### src/rtl/core/nqs_pkg.sv
// Package: shared constants and controller/datapath interface types for the N-queens unit.
package nqs_pkg;

    localparam int MAX_BOARD_DEF = 16;
    localparam int ROW_W         = 4;
    localparam int SIZE_W        = 5;
    localparam int COUNT_W       = 24;
    localparam int PACK_W        = 64;
    localparam int DATA_W        = 32;
    localparam int ADDR_W        = 3;
    localparam int REG_IDX_W     = 1;

    localparam logic [SIZE_W-1:0]    BOARD_RESET = SIZE_W'(11);
    localparam logic [COUNT_W-1:0]   COUNT_MAX   = {COUNT_W{1'b1}};
    localparam logic [REG_IDX_W-1:0] REG_BOARD_SIZE = 1'b0;

    // controller -> datapath
    typedef struct packed {
        logic clear;         // drop all search state
        logic start_search;  // new transaction: optional restart, set up resume point
        logic step;          // one placement try or one backtrack
        logic emit;          // load result registers
    } nqs_cmd_t;

    // datapath -> controller
    typedef struct packed {
        logic done;   // search already exhausted
        logic found;  // this step completed a solution
        logic fail;   // this step exhausted the search
    } nqs_stat_t;

endpackage

### src/rtl/core/nqs_ctrl.sv
// Controller: sequences one transaction through setup, search steps and result.
module nqs_ctrl
    import nqs_pkg::*;
(
    input  logic      clk,
    input  logic      rst_n,
    input  logic      start,
    input  logic      cfg_clear,
    input  nqs_stat_t stat,
    output nqs_cmd_t  cmd,
    output logic      busy,
    output logic      result_valid
);

    typedef enum logic [1:0] {
        ST_IDLE,
        ST_SEARCH,
        ST_RESULT
    } state_t;

    state_t state_reg, state_next;
    logic   result_valid_reg;

    always_comb begin
        state_next = state_reg;
        cmd        = '0;
        unique case (state_reg)
            ST_IDLE: begin
                cmd.clear = cfg_clear;
                if (start) begin
                    cmd.start_search = 1'b1;
                    state_next       = ST_SEARCH;
                end
            end
            ST_SEARCH: begin
                if (stat.done) begin
                    state_next = ST_RESULT;
                end
                else begin
                    cmd.step = 1'b1;
                    if (stat.found || stat.fail) begin
                        state_next = ST_RESULT;
                    end
                end
            end
            ST_RESULT: begin
                cmd.emit   = 1'b1;
                state_next = ST_IDLE;
            end
            default: state_next = ST_IDLE;
        endcase
    end

    always_ff @(posedge clk or negedge rst_n) begin
        if (!rst_n) begin
            state_reg        <= ST_IDLE;
            result_valid_reg <= 1'b0;
        end
        else begin
            state_reg        <= state_next;
            result_valid_reg <= (state_reg == ST_RESULT);
        end
    end

    assign busy         = (state_reg != ST_IDLE);
    assign result_valid = result_valid_reg;

endmodule

### src/rtl/core/nqs_datapath.sv
// Datapath: queen placement registers, occupancy masks, step logic and result registers.
module nqs_datapath
    import nqs_pkg::*;
#(
    parameter int MAX_BOARD = MAX_BOARD_DEF
)
(
    input  logic               clk,
    input  logic               rst_n,
    input  nqs_cmd_t           cmd,
    input  logic               restart,
    input  logic [SIZE_W-1:0]  size,
    output nqs_stat_t          stat,
    output logic [PACK_W-1:0]  rows_packed,
    output logic [COUNT_W-1:0] solution_number,
    output logic               exhausted
);

    localparam int IDX_W  = $clog2(MAX_BOARD);
    localparam int DIAG_W = 2 * MAX_BOARD - 1;
    localparam int DIDX_W = $clog2(DIAG_W);
    localparam int SUM_W  = DIDX_W + 1;

    logic [ROW_W-1:0]   qrows_reg [MAX_BOARD];
    logic [SIZE_W-1:0]  col_reg, col_next;
    logic [SIZE_W-1:0]  row_reg, row_next;
    logic [MAX_BOARD-1:0] rows_used_reg, rows_used_next;
    logic [DIAG_W-1:0]  rise_reg, rise_next;
    logic [DIAG_W-1:0]  fall_reg, fall_next;
    logic [COUNT_W-1:0] count_reg, count_next;
    logic               sdone_reg, sdone_next;

    logic [PACK_W-1:0]  pack_reg;
    logic [COUNT_W-1:0] num_reg;
    logic               exh_reg;

    logic [SIZE_W-1:0]  bcol, tcol, trow;
    logic [ROW_W-1:0]   prow;
    logic [SUM_W-1:0]   rise_sum, fall_sum;
    logic [MAX_BOARD-1:0] row_m;
    logic [DIAG_W-1:0]  rise_m, fall_m;
    logic               row_over, is_free, wr_en, found, fail;
    logic [PACK_W-1:0]  packed_rows;

    // square under test: the backtrack target when the row ran off the board
    always_comb begin
        row_over = (row_reg >= size);
        bcol     = col_reg - SIZE_W'(1);
        prow     = qrows_reg[bcol[IDX_W-1:0]];
        tcol     = row_over ? bcol : col_reg;
        trow     = row_over ? SIZE_W'(prow) : row_reg;
        rise_sum = SUM_W'(tcol) + SUM_W'(trow);
        fall_sum = SUM_W'(tcol) + SUM_W'(MAX_BOARD - 1) - SUM_W'(trow);
        row_m    = MAX_BOARD'(1) << trow[IDX_W-1:0];
        rise_m   = DIAG_W'(1) << rise_sum[DIDX_W-1:0];
        fall_m   = DIAG_W'(1) << fall_sum[DIDX_W-1:0];
        is_free  = ((rows_used_reg & row_m) == '0) &&
                   ((rise_reg & rise_m) == '0) &&
                   ((fall_reg & fall_m) == '0);
        // outcome of a step taken from the current registers
        fail     = row_over && (col_reg == '0);
        found    = !row_over && is_free && ((col_reg + SIZE_W'(1)) == size);
    end

    always_comb begin
        col_next       = col_reg;
        row_next       = row_reg;
        rows_used_next = rows_used_reg;
        rise_next      = rise_reg;
        fall_next      = fall_reg;
        count_next     = count_reg;
        sdone_next     = sdone_reg;
        wr_en          = 1'b0;
        if (cmd.clear || (cmd.start_search && restart)) begin
            col_next       = '0;
            row_next       = '0;
            rows_used_next = '0;
            rise_next      = '0;
            fall_next      = '0;
            count_next     = '0;
            sdone_next     = 1'b0;
        end
        else if (cmd.start_search) begin
            // resuming after a solution: force a backtrack out of the last column
            row_next = (col_reg == size) ? size : '0;
        end
        else if (cmd.step && !sdone_reg) begin
            if (row_over) begin
                if (col_reg == '0) begin
                    sdone_next     = 1'b1;
                    col_next       = '0;
                    row_next       = '0;
                    rows_used_next = '0;
                    rise_next      = '0;
                    fall_next      = '0;
                end
                else begin
                    col_next       = bcol;
                    row_next       = SIZE_W'(prow) + SIZE_W'(1);
                    rows_used_next = rows_used_reg ^ row_m;
                    rise_next      = rise_reg ^ rise_m;
                    fall_next      = fall_reg ^ fall_m;
                end
            end
            else if (is_free) begin
                wr_en          = 1'b1;
                rows_used_next = rows_used_reg ^ row_m;
                rise_next      = rise_reg ^ rise_m;
                fall_next      = fall_reg ^ fall_m;
                col_next       = col_reg + SIZE_W'(1);
                row_next       = '0;
            end
            else begin
                row_next = row_reg + SIZE_W'(1);
            end
        end
        else if (cmd.emit && !sdone_reg && (count_reg != COUNT_MAX)) begin
            count_next = count_reg + COUNT_W'(1);
        end
    end

    always_comb begin
        packed_rows = '0;
        for (int k = 0; k < MAX_BOARD; k++) begin
            if (SIZE_W'(k) < size) begin
                packed_rows[ROW_W*k +: ROW_W] = qrows_reg[k];
            end
        end
    end

    always_ff @(posedge clk or negedge rst_n) begin
        if (!rst_n) begin
            col_reg       <= '0;
            row_reg       <= '0;
            rows_used_reg <= '0;
            rise_reg      <= '0;
            fall_reg      <= '0;
            count_reg     <= '0;
            sdone_reg     <= 1'b0;
        end
        else begin
            col_reg       <= col_next;
            row_reg       <= row_next;
            rows_used_reg <= rows_used_next;
            rise_reg      <= rise_next;
            fall_reg      <= fall_next;
            count_reg     <= count_next;
            sdone_reg     <= sdone_next;
        end
    end

    // placements and result registers hold payload only
    always_ff @(posedge clk) begin
        if (wr_en) begin
            qrows_reg[col_reg[IDX_W-1:0]] <= row_reg[ROW_W-1:0];
        end
        if (cmd.emit) begin
            pack_reg <= sdone_reg ? '0 : packed_rows;
            num_reg  <= count_reg;
            exh_reg  <= sdone_reg;
        end
    end

    assign stat.done       = sdone_reg;
    assign stat.found      = found;
    assign stat.fail       = fail;
    assign rows_packed     = pack_reg;
    assign solution_number = num_reg;
    assign exhausted       = exh_reg;

endmodule

### src/rtl/core/n_queens_solution_generator_unit.sv
// Top level: N-queens solution generator with APB register port.
//
// Usage
//   Request a transaction by raising start while busy is low; restart=1 first
//   drops the search and begins again from the first placement. Each
//   transaction produces exactly one result: rows_packed (4-bit row per
//   column, column 0 in the low nibble), solution_number and exhausted, shown
//   for a single cycle with result_valid high. The receiver cannot stall;
//   the result must be captured in that cycle.
// Search steps
//   A transaction steps the search until a solution or exhaustion. A step is one
//   placement try in the current column or one backtrack, done by a single
//   shared step unit in the datapath, so latency tracks the backtracking
//   work between consecutive solutions. A request on an already exhausted
//   search answers without taking a step. Only one transaction is in flight;
//   start is taken again on the cycle result_valid is high.
// Configuration
//   Register 0 at byte address 0: board_size (5 bits, reset 11). 0 acts as
//   1, values above MAX_BOARD act as MAX_BOARD. A write while idle also
//   clears the search state. Writes elsewhere are ignored and read back zero.
// Reset
//   rst_n clears the search, the solution count and board_size to 11.
module n_queens_solution_generator_unit
    import nqs_pkg::*;
#(
    parameter int MAX_BOARD = MAX_BOARD_DEF
)
(
    input  logic               clk,
    input  logic               rst_n,
    // request channel
    input  logic               start,
    output logic               busy,
    input  logic               restart,
    // result channel
    output logic               result_valid,
    output logic [PACK_W-1:0]  rows_packed,
    output logic [COUNT_W-1:0] solution_number,
    output logic               exhausted,
    // configuration
    input  logic               psel,
    input  logic               penable,
    input  logic               pwrite,
    input  logic [ADDR_W-1:0]  paddr,
    input  logic [DATA_W-1:0]  pwdata,
    output logic [DATA_W-1:0]  prdata,
    output logic               pready
);

    logic [SIZE_W-1:0]    board_size_reg;
    logic [SIZE_W-1:0]    size_eff;
    logic [REG_IDX_W-1:0] reg_idx;
    logic                 apb_wr;
    logic                 cfg_clear;
    nqs_cmd_t             cmd;
    nqs_stat_t            stat;

    assign pready  = 1'b1;
    assign reg_idx = paddr[ADDR_W-1:2];
    assign apb_wr  = psel && penable && pwrite;

    // only the board size register exists; a write to it also resets the search while idle
    assign cfg_clear = apb_wr && (reg_idx == REG_BOARD_SIZE);

    always_ff @(posedge clk or negedge rst_n) begin
        if (!rst_n) begin
            board_size_reg <= BOARD_RESET;
        end
        else if (cfg_clear) begin
            board_size_reg <= pwdata[SIZE_W-1:0];
        end
    end

    always_comb begin
        unique case (reg_idx)
            REG_BOARD_SIZE: prdata = DATA_W'(board_size_reg);
            default:        prdata = '0;
        endcase
    end

    // clamp into 1..MAX_BOARD
    always_comb begin
        if (board_size_reg == '0) begin
            size_eff = SIZE_W'(1);
        end
        else if (board_size_reg > SIZE_W'(MAX_BOARD)) begin
            size_eff = SIZE_W'(MAX_BOARD);
        end
        else begin
            size_eff = board_size_reg;
        end
    end

    nqs_ctrl u_ctrl (
        .clk          (clk),
        .rst_n        (rst_n),
        .start        (start),
        .cfg_clear    (cfg_clear),
        .stat         (stat),
        .cmd          (cmd),
        .busy         (busy),
        .result_valid (result_valid)
    );

    nqs_datapath #(
        .MAX_BOARD (MAX_BOARD)
    ) u_datapath (
        .clk             (clk),
        .rst_n           (rst_n),
        .cmd             (cmd),
        .restart         (restart),
        .size            (size_eff),
        .stat            (stat),
        .rows_packed     (rows_packed),
        .solution_number (solution_number),
        .exhausted       (exhausted)
    );

endmodule

### config.mk
export PLATFORM = sky130hd
export DESIGN_NAME = n_queens_solution_generator_unit
export DESIGN_NICKNAME = d
export VERILOG_FILES = /design/src/rtl/core/nqs_pkg.sv /design/src/rtl/core/nqs_ctrl.sv /design/src/rtl/core/nqs_datapath.sv /design/src/rtl/core/n_queens_solution_generator_unit.sv
export SDC_FILE = /design/constraint.sdc
export NUM_CORES = 1
export LEC_CHECK = 0
export ABC_CLOCK_PERIOD_IN_PS = 17500
export BUFFER_PORTS_ARGS = -buffer_cell sky130_fd_sc_hd__buf_2
export CAP_MARGIN = 30
export CORE_ASPECT_RATIO = 1.5
export CORE_MARGIN = 8
export CORE_UTILIZATION = 50
export CTS_BUF_LIST = sky130_fd_sc_hd__clkbuf_16
export CTS_CLUSTER_DIAMETER = 60
export DETAILED_ROUTE_END_ITERATION = 8
export GPL_ROUTABILITY_DRIVEN = 0
export PLACE_DENSITY = 0.66
export SYNTH_ARGS = -nofsm -noshare
export SYNTH_HDL_FRONTEND = slang
export SYNTH_SLANG_ARGS = --single-unit
### constraint.sdc
create_clock -name clk -period 17.5 [get_ports clk]
set_input_delay 3.5 -clock clk [delete_from_list [all_inputs] [get_ports clk]]
set_output_delay 3.5 -clock clk [all_outputs]
set_load 0.02 [all_outputs]
==> results of run 1 <==
==> synthesized netlist by cell type (4+ instances only) <==
master,instances
sky130_fd_sc_hd__and3_1,9
sky130_fd_sc_hd__buf_1,6
sky130_fd_sc_hd__buf_2,9
sky130_fd_sc_hd__clkbuf_1,31
sky130_fd_sc_hd__mux2i_1,11
sky130_fd_sc_hd__nand2b_1,10
sky130_fd_sc_hd__and4_1,4
sky130_fd_sc_hd__inv_1,21
sky130_fd_sc_hd__or2_2,4
sky130_fd_sc_hd__nor2_1,106
sky130_fd_sc_hd__o21ai_0,16
sky130_fd_sc_hd__nor3_1,36
sky130_fd_sc_hd__dfrtp_1,118
sky130_fd_sc_hd__a31oi_1,6
sky130_fd_sc_hd__a21o_1,6
sky130_fd_sc_hd__xor2_1,16
sky130_fd_sc_hd__mux4_2,17
sky130_fd_sc_hd__nand4_1,11
sky130_fd_sc_hd__nor4_1,25
sky130_fd_sc_hd__nand2_1,46
sky130_fd_sc_hd__nand3_1,18
sky130_fd_sc_hd__edfxtp_1,153
sky130_fd_sc_hd__or3_1,10
sky130_fd_sc_hd__mux2_2,9
sky130_fd_sc_hd__a22o_1,82
sky130_fd_sc_hd__xnor2_1,25
sky130_fd_sc_hd__a21oi_1,31
sky130_fd_sc_hd__buf_4,31
sky130_fd_sc_hd__nor2b_1,11
sky130_fd_sc_hd__ha_1,102
sky130_fd_sc_hd__and2_1,66
==> stage by stage <==
step | instances | setup slack, ns | instance area (sq um) | utilization
6_report | 1543 | 9.778 | 15160 | 0.5626
5_1_grt | 1543 | 9.350 | 15160 | 0.5626
4_1_cts | 1543 | 9.723 | 15160 | 0.5626
3_5_place_dp | 1495 | 9.755 | 14300 | 0.5308
3_3_place_gp | 1495 | 9.779 | 14300 | 0.5308
2_1_floorplan | 1110 | 10.20 | 13630 | -
==> cell type report <==
cell class,count,area [sq um],share of cell area
multi-input combinational,738,5537,0.3652
clock inverter,21,180.2,0.01189
clock buffer,27,675.6,0.04457
sequential,274,7626,0.5031
tap,342,427.9,0.02823
inverter,21,78.83,0.005200
timing repair buffer,120,633.1,0.04177
==> layer usage <==
metal | global-route usage | share of wire
met1 | 0.2054 | 0.38
met2 | 0.3288 | 0.53
met3 | 0.02285 | 0.051
met4 | 0.08292 | 0.038
met5 | 0 | 0
==> how the worst max path moves through the flow <==
stage	from	end	slack (ns)
6_report	board_size_reg[4]	u_datapath.qrows_reg[15][3]	9.78
2_1_floorplan	paddr[2]	prdata[0]	10.20
5_1_grt	board_size_reg[4]	u_datapath.qrows_reg[15][3]	9.35
3_3_place_gp	board_size_reg[4]	u_datapath.qrows_reg[15][0]	9.78
4_1_cts	board_size_reg[4]	u_datapath.qrows_reg[15][3]	9.72
3_5_place_dp	board_size_reg[4]	u_datapath.qrows_reg[15][0]	9.75
==> logic make-up (layout without fill, tap and decap cells) <==
group | count (synthesis) | after routing | synth area share
AOI/OAI and AO/OA | 164 | 164 | 0.09089
other | 2 | 28 | 0.0005549
muxes | 38 | 38 | 0.04493
and+or+nand+nor | 360 | 360 | 0.1347
adders and majority gates | 104 | 104 | 0.09726
xor gates and xnor gates | 44 | 44 | 0.03153
buffers and inverters | 98 | 189 | 0.03661
DFF | 274 | 274 | 0.5635
==> worst max-delay path: stages (launching register included) <==
cell and delay, ns:
sky130_fd_sc_hd__dfrtp_1 0.54, sky130_fd_sc_hd__nor3_1 0.56, sky130_fd_sc_hd__a22o_1 0.33, sky130_fd_sc_hd__ha_1 0.26, sky130_fd_sc_hd__nand2b_1 0.14, sky130_fd_sc_hd__a31oi_1 0.20
sky130_fd_sc_hd__o21ai_2 0.08, sky130_fd_sc_hd__buf_4 0.22, sky130_fd_sc_hd__mux2_2 0.39, sky130_fd_sc_hd__inv_1 0.17, sky130_fd_sc_hd__ha_1 0.36, sky130_fd_sc_hd__ha_1 0.23
sky130_fd_sc_hd__a21o_1 0.18, sky130_fd_sc_hd__a21oi_1 0.17, sky130_fd_sc_hd__xnor2_1 0.17, sky130_fd_sc_hd__xnor3_1 0.33, sky130_fd_sc_hd__nand2_1 0.19, sky130_fd_sc_hd__nor2_1 0.06
sky130_fd_sc_hd__ha_1 0.19, sky130_fd_sc_hd__nor4_1 0.33, sky130_fd_sc_hd__nand4_1 0.24, sky130_fd_sc_hd__nor4_1 0.63, sky130_fd_sc_hd__nand2_1 0.16, sky130_fd_sc_hd__nor3_1 0.50
sky130_fd_sc_hd__nand2_1 0.26, sky130_fd_sc_hd__nor2_1 0.44
==> PnR_summary.wiki, run 1 <==
{| class="wikitable"
! Metric !! Value
|-
| Most common library cell in the layout ignoring fill and taps || sky130_fd_sc_hd__edfxtp_1
|-
| Effective utilization at floorplan || 0.5023
|-
| Largest area contributor in the synthesized netlist || sky130_fd_sc_hd__edfxtp_1
|-
| Count of cells along the worst register-to-register path || 25
|-
| Reported max-cap violation count || 0
|-
| Highest Clock Rate || 129.5 MHz
|-
| Launch point of the worst reg-to-reg path || board_size_reg[4]
|-
| Detailed router's first-iteration violation count || 577
|-
| Number of enable flip-flop cells after synthesis || 153
|-
| Root buffer cell || sky130_fd_sc_hd__clkbuf_16
|-
| Fraction of layout instances using a drive strength above 1 || 0.1682
|-
| Number of antenna violations at the first check in global routing || 0
|-
| Number of max-slew violations in the final report || 0
|-
| Minimum period implied by the final worst setup slack || 7.722 ns
|-
| Slew margin rel. || 0.3826
|-
| Hold WS || 0.4633 ns
|-
| Number of setup violations in the final report || 0
|-
| Row cnt || 74
|-
| Maximum clock insertion buffer count || 3
|-
| Mean instance size in the synthesized netlist || 12.48 sq um
|-
| Asr flop ratio synth || 0.4416
|-
| Overflow left after global routing || 0
|-
| Seq/Total Area, Yosys || 0.5635
|-
| Depth of the CTS H-tree || 1
|-
| End of the worst register-to-register path || u_datapath.qrows_reg[15][3]
|-
| Vias || 8726
|-
| TritonCTS clock tree || done
|-
| Area fraction of the dominant cell type after synthesis || 0.3395
|-
| Terminating pin of the worst hold path || u_datapath.solution_number[22]
|-
| Filler cells || 2251
|-
| Maximum number of pins on one net before global-route repair || 86
|-
| Wire per inst || 19.08 microns
|-
| Net count, final || 1327
|-
| Antenna diode instance count || 0
|-
| RSZ-0062 raised after global routing || false
|-
| Leading register cell type out of synthesis || sky130_fd_sc_hd__edfxtp_1
|-
| Post-CTS setup buffer count || 0
|-
| Outcome || finished clean
|-
| Data required time at the worst endpoint || 17.67 ns
|-
| Arrival time at the worst endpoint || 7.89 ns
|-
| Insertion delay to the later sink of the worst-skew pair || 0.54 ns
|-
| TritonCTS Sinks || 274
|-
| Number of cells produced by synthesis || 1084
|-
| Setup_tns || 0 ns
|-
| Width of the die || 150.3 microns
|-
| Most frequent cells in the layout || sky130_fd_sc_hd__edfxtp_1, sky130_fd_sc_hd__dfrtp_1, sky130_fd_sc_hd__buf_2
|-
| Critical path startpoint category || flip-flop
|-
| Die area || 32690 sq um
|-
| Critical Setup Path Class || flip-flop to flip-flop
|-
| Height of the chip || 217.5 microns
|-
| First drt pass iteration count || 5
|-
| Transition time at the pin with the least slew margin || 0.9261 ns
|-
| Remaining DRCs || 0
|-
| Number of vias per cell || 5.655
|-
| Area of the core || 26940 sq um
|-
| Post-detail-place hpwl || 20770 microns
|-
| Netlist area before placement || 13530 sq um
|-
| Vias in the first global route || 8858
|-
| Area delta synth->final || 12.01%
|-
| First-pass GRT wire length || 47190 microns
|-
| Depth of the worst hold-timing path || 0
|-
| Biggest area contributors in the synthesized netlist || sky130_fd_sc_hd__edfxtp_1, sky130_fd_sc_hd__dfrtp_1, sky130_fd_sc_hd__ha_1, sky130_fd_sc_hd__a22o_1, sky130_fd_sc_hd__and2_1
|-
| Antenna viol nets, final || 0
|-
| Final routed wirelength across all metal layers || 29440 microns
|-
| Hold Crit Start || u_datapath.count_reg[22]
|-
| Endpoint class of the critical path || flip-flop
|-
| Count of distinct cell types in the synthesized netlist || 52
|-
| Clock-pin slew on the worst setup and hold paths || 0.06 ns
|-
| FF+latch count, synth || 274
|-
| Final hold violations || 0
|-
| I/O pin cnt || 166
|-
| Final period utilization || 0.4412
|-
| Worst hold path type || flip-flop to flip-flop
|-
| Max FO, Critical Path || 24
|-
| Synth Warn # || 0
|-
| PortBufs || 108
|-
| Hold Buf Count CTS || 0
|-
| Number of clock buffers inserted by TritonCTS || 26
|-
| R2R setup slack || 9.78 ns
|-
| GRT Util Overall || 0.1808
|-
| Post_cts resized || 0
|-
| Clock Skews || 0.01365 ns
|}
Power of run 1 is left out: the tool's default activity adds up to more than one toggle a clock period on the data nets, which glitch-free logic cannot reach.
==> inputs of run 2 (changes only) <==
--- a/config.mk
+++ b/config.mk
@@ -5,7 +5,8 @@
 export SDC_FILE = /design/constraint.sdc
 export NUM_CORES = 1
 export LEC_CHECK = 0
-export ABC_CLOCK_PERIOD_IN_PS = 17500
+export ABC_AREA = 1
+export ABC_CLOCK_PERIOD_IN_PS = 7500
 export BUFFER_PORTS_ARGS = -buffer_cell sky130_fd_sc_hd__buf_2
 export CAP_MARGIN = 30
 export CORE_ASPECT_RATIO = 1.5
==> constraint.sdc (replaced) <==
create_clock -name clk -period 7.5 [get_ports clk]
set_input_delay 1.5 -clock clk [delete_from_list [all_inputs] [get_ports clk]]
set_output_delay 1.5 -clock clk [all_outputs]
set_load 0.02 [all_outputs]
==> PnR_summary.wiki, run 2 <==
{| class="wikitable"
! Metric !! Value
|-
| Number of vias per cell || 5.231 (was 5.655)
|-
| Minimum period implied by the final worst setup slack || 6.916 ns (was 7.722 ns)
|-
| Outcome || finished clean (unchanged)
|-
| Remaining DRCs || 0 (unchanged)
|-
| Maximum number of pins on one net before global-route repair || 84 (was 86)
|-
| Effective utilization at floorplan || 0.5077 (was 0.5023)
|-
| Antenna diode instance count || 0 (unchanged)
|-
| Worst Path Buf+Inv || 6 (was 2)
|-
| Synth Area in Simple Gates || 0.2593 (was 0.1347)
|-
| Post-synthesis adder-cell area fraction || 0.08998 (was 0.09726)
|-
| Hold Buf Count CTS || 0 (unchanged)
|-
| Final routed wirelength across all metal layers || 34800 microns (was 29440 microns)
|-
| Seq/Total Area, Yosys || 0.5213 (was 0.5635)
|-
| Area of the core || 28810 sq um (was 26940 sq um)
|-
| Clock Skews || 0.01202 ns (was 0.01365 ns)
|-
| Insertion delay to the later sink of the worst-skew pair || 0.55 ns (was 0.54 ns)
|-
| Maximum single-stage delay on the critical path || 0.52 ns (was 0.63 ns)
|-
| Slew margin rel. || 0.3730 (was 0.3826)
|-
| Biggest area contributors in the synthesized netlist || sky130_fd_sc_hd__edfxtp_1, sky130_fd_sc_hd__dfrtp_1, sky130_fd_sc_hd__nand2_1, sky130_fd_sc_hd__ha_1, sky130_fd_sc_hd__nor2_1 (was sky130_fd_sc_hd__edfxtp_1, sky130_fd_sc_hd__dfrtp_1, sky130_fd_sc_hd__ha_1, sky130_fd_sc_hd__a22o_1, sky130_fd_sc_hd__and2_1)
|-
| RSZ-0062 raised after global routing || false (unchanged)
|-
| Count leader, synth || sky130_fd_sc_hd__nand2_1 (was sky130_fd_sc_hd__edfxtp_1)
|-
| First-pass GRT wire length || 56240 microns (was 47190 microns)
|-
| Endpoint class of the critical path || flip-flop (unchanged)
|-
| Data required time at the worst endpoint || 7.68 ns (was 17.67 ns)
|-
| Post_cts resized || 0 (unchanged)
|-
| TritonCTS clock tree || done (unchanged)
|-
| Asr flop ratio synth || 0.4416 (unchanged)
|-
| Cell type group with the largest total delay on the critical path || simple AND/OR/NAND/NOR gates (unchanged)
|-
| Max FO, Critical Path || 13 (was 24)
|-
| First drt pass iteration count || 6 (was 5)
|-
| Detailed router's first-iteration violation count || 678 (was 577)
|-
| Net count, final || 1862 (was 1327)
|-
| Area delta synth->final || 11.67% (was 12.01%)
|-
| Post-synth top cells || sky130_fd_sc_hd__nand2_1, sky130_fd_sc_hd__nor2_1, sky130_fd_sc_hd__nand3_1 (was sky130_fd_sc_hd__edfxtp_1, sky130_fd_sc_hd__dfrtp_1, sky130_fd_sc_hd__nor2_1)
|-
| Seq. cell area || 7626 sq um (unchanged)
|-
| Number of instances in the placed design || 2076 (was 1495)
|-
| GRT Util Overall || 0.1986 (was 0.1808)
|-
| I/O pin cnt || 166 (unchanged)
|-
| R2R setup slack || 0.58 ns (was 9.78 ns)
|-
| FF+latch count, synth || 274 (unchanged)
|-
| Arrival time at the worst endpoint || 7.10 ns (was 7.89 ns)
|-
| Antenna viol nets, final || 0 (unchanged)
|-
| Area fraction of the dominant cell type after synthesis || 0.3141 (was 0.3395)
|-
| Worst hold path type || flip-flop to flip-flop (unchanged)
|-
| Transition time at the pin with the least slew margin || 0.9404 ns (was 0.9261 ns)
|-
| Depth of the CTS H-tree || 1 (unchanged)
|-
| TritonCTS Sinks || 274 (unchanged)
|-
| Overflow left after global routing || 0 (unchanged)
|-
| Number of setup violations in the final report || 0 (unchanged)
|-
| Height of the chip || 225.5 microns (was 217.5 microns)
|-
| Slowest cell on the critical path || sky130_fd_sc_hd__dfrtp_1 (was sky130_fd_sc_hd__nor4_1)
|-
| Area of the multi-input gates || 6011 sq um (was 5537 sq um)
|-
| Count of distinct cell types in the synthesized netlist || 53 (was 52)
|-
| Highest Clock Rate || 144.6 MHz (was 129.5 MHz)
|-
| Post-placement worst setup slack || 0.6187 ns (was 9.755 ns)
|-
| Utilization after layout || 0.5670 (was 0.5626)
|-
| Xor-xnor portion of the synthesized cell area || 0.01847 (was 0.03153)
|-
| Synth Warn # || 0 (unchanged)
|-
| Final period utilization || 0.9222 (was 0.4412)
|-
| Most frequent cells in the layout || sky130_fd_sc_hd__nand2_1, sky130_fd_sc_hd__nor2_1, sky130_fd_sc_hd__nand3_1 (was sky130_fd_sc_hd__edfxtp_1, sky130_fd_sc_hd__dfrtp_1, sky130_fd_sc_hd__buf_2)
|-
| Number of enable flip-flop cells after synthesis || 153 (unchanged)
|-
| Reported max-cap violation count || 0 (unchanged)
|-
| Row cnt || 76 (was 74)
|-
| Combinational family with the most area after synthesis || simple AND/OR/NAND/NOR gates (unchanged)
|-
| Die area || 35100 sq um (was 32690 sq um)
|-
| Mean instance size in the synthesized netlist || 9.058 sq um (was 12.48 sq um)
|-
| Final hold violations || 0 (unchanged)
|-
| Number of max-slew violations in the final report || 0 (unchanged)
|-
| Width of the die || 155.7 microns (was 150.3 microns)
|-
| PortBufs || 108 (unchanged)
|-
| Clock-pin slew on the worst setup and hold paths || 0.06 ns (about the same)
|-
| Vias in the first global route || 11110 (was 8858)
|-
| Largest area contributor in the synthesized netlist || sky130_fd_sc_hd__edfxtp_1 (unchanged)
|-
| Setup_tns || 0 ns (unchanged)
|-
| Filler cells || 2645 (was 2251)
|-
| Wire per inst || 16.38 microns (was 19.08 microns)
|-
| Vias || 11120 (was 8726)
|-
| Critical Setup Path Class || flip-flop to flip-flop (unchanged)
|-
| Most common library cell in the layout ignoring fill and taps || sky130_fd_sc_hd__nand2_1 (was sky130_fd_sc_hd__edfxtp_1)
|-
| Setup WS post-layout || 0.5838 ns (was 9.778 ns)
|-
| Critical path startpoint category || flip-flop (unchanged)
|-
| Root buffer cell || sky130_fd_sc_hd__clkbuf_16 (unchanged)
|-
| Maximum clock insertion buffer count || 3 (unchanged)
|-
| Post-route insts no fill || 2125 (was 1543)
|-
| Number of cells produced by synthesis || 1615 (was 1084)
|-
| Post-synthesis compound-gate area fraction || 0.03490 (was 0.09088)
|-
| Fraction of layout instances using a drive strength above 1 || 0.1297 (was 0.1682)
|-
| Fraction of synthesized area in multiplexers || 0 (was 0.04493)
|-
| Leading register cell type out of synthesis || sky130_fd_sc_hd__edfxtp_1 (unchanged)
|-
| Post-detail-place hpwl || 24790 microns (was 20770 microns)
|-
| Post-CTS setup buffer count || 0 (unchanged)
|-
| Number of clock buffers inserted by TritonCTS || 27 (was 26)
|-
| Number of antenna violations at the first check in global routing || 0 (unchanged)
|-
| Netlist area before placement || 14630 sq um (was 13530 sq um)
|}
-- run 2: worst min-delay path: cells and delay by family, from the launching register on --
family	cells	cell delay, ns
flops	1	0.35
simple gates	2	0.10
-- run 2: logic make-up after synthesis --
group	after synthesis
DFF	274
other	2
AOI/OAI and AO/OA	81
adders and majority gates	104
buffers and inverters	234
and+or+nand+nor	893
xor gates and xnor gates	27
-- run 2: routing by layer --
layer	global-route usage	vias up	wire [microns]
met5	0	-	0
met4	0.09359	0	1463
met3	0.02553	86	1848
met2	0.3603	305	18100
met1	0.2272	5240	13380
li1	-	5485	-
-- run 2: path summary, 6_finish.rpt --
kind | startpoint | to | depth (start not counted)
max | board_size_reg[4] | u_datapath.qrows_reg[14][1] | 30
min | u_datapath.fall_reg[13] | u_datapath.fall_reg[13] | 2
max reg2reg | board_size_reg[4] | u_datapath.qrows_reg[14][1] | 30
min reg2reg | u_datapath.fall_reg[13] | u_datapath.fall_reg[13] | 2
max in group asynchronous | rst_n | board_size_reg[1] | 3
min in group asynchronous | rst_n | u_datapath.fall_reg[6] | 1
-- run 2: stage by stage --
step           cell area, sq um  hold WS (ns)
4_1_cts                   16320        0.4887
5_1_grt                   16340        0.5007
6_report                  16340        0.4842
2_1_floorplan             14730        0.4231
3_5_place_dp              15400        0.4659
3_3_place_gp              15400        0.4643
-- run 2: layout make-up --
type | instances | share of cell area
well taps | 390 | 0.02987
repair buffers | 129 | 0.04442
flip-flops and latches | 274 | 0.4668
inverters | 151 | 0.03492
clock inverters | 21 | 0.01470
clock buffers | 27 | 0.04136
multi-input cells | 1133 | 0.3679
Power of run 2 is left out for the same reason.
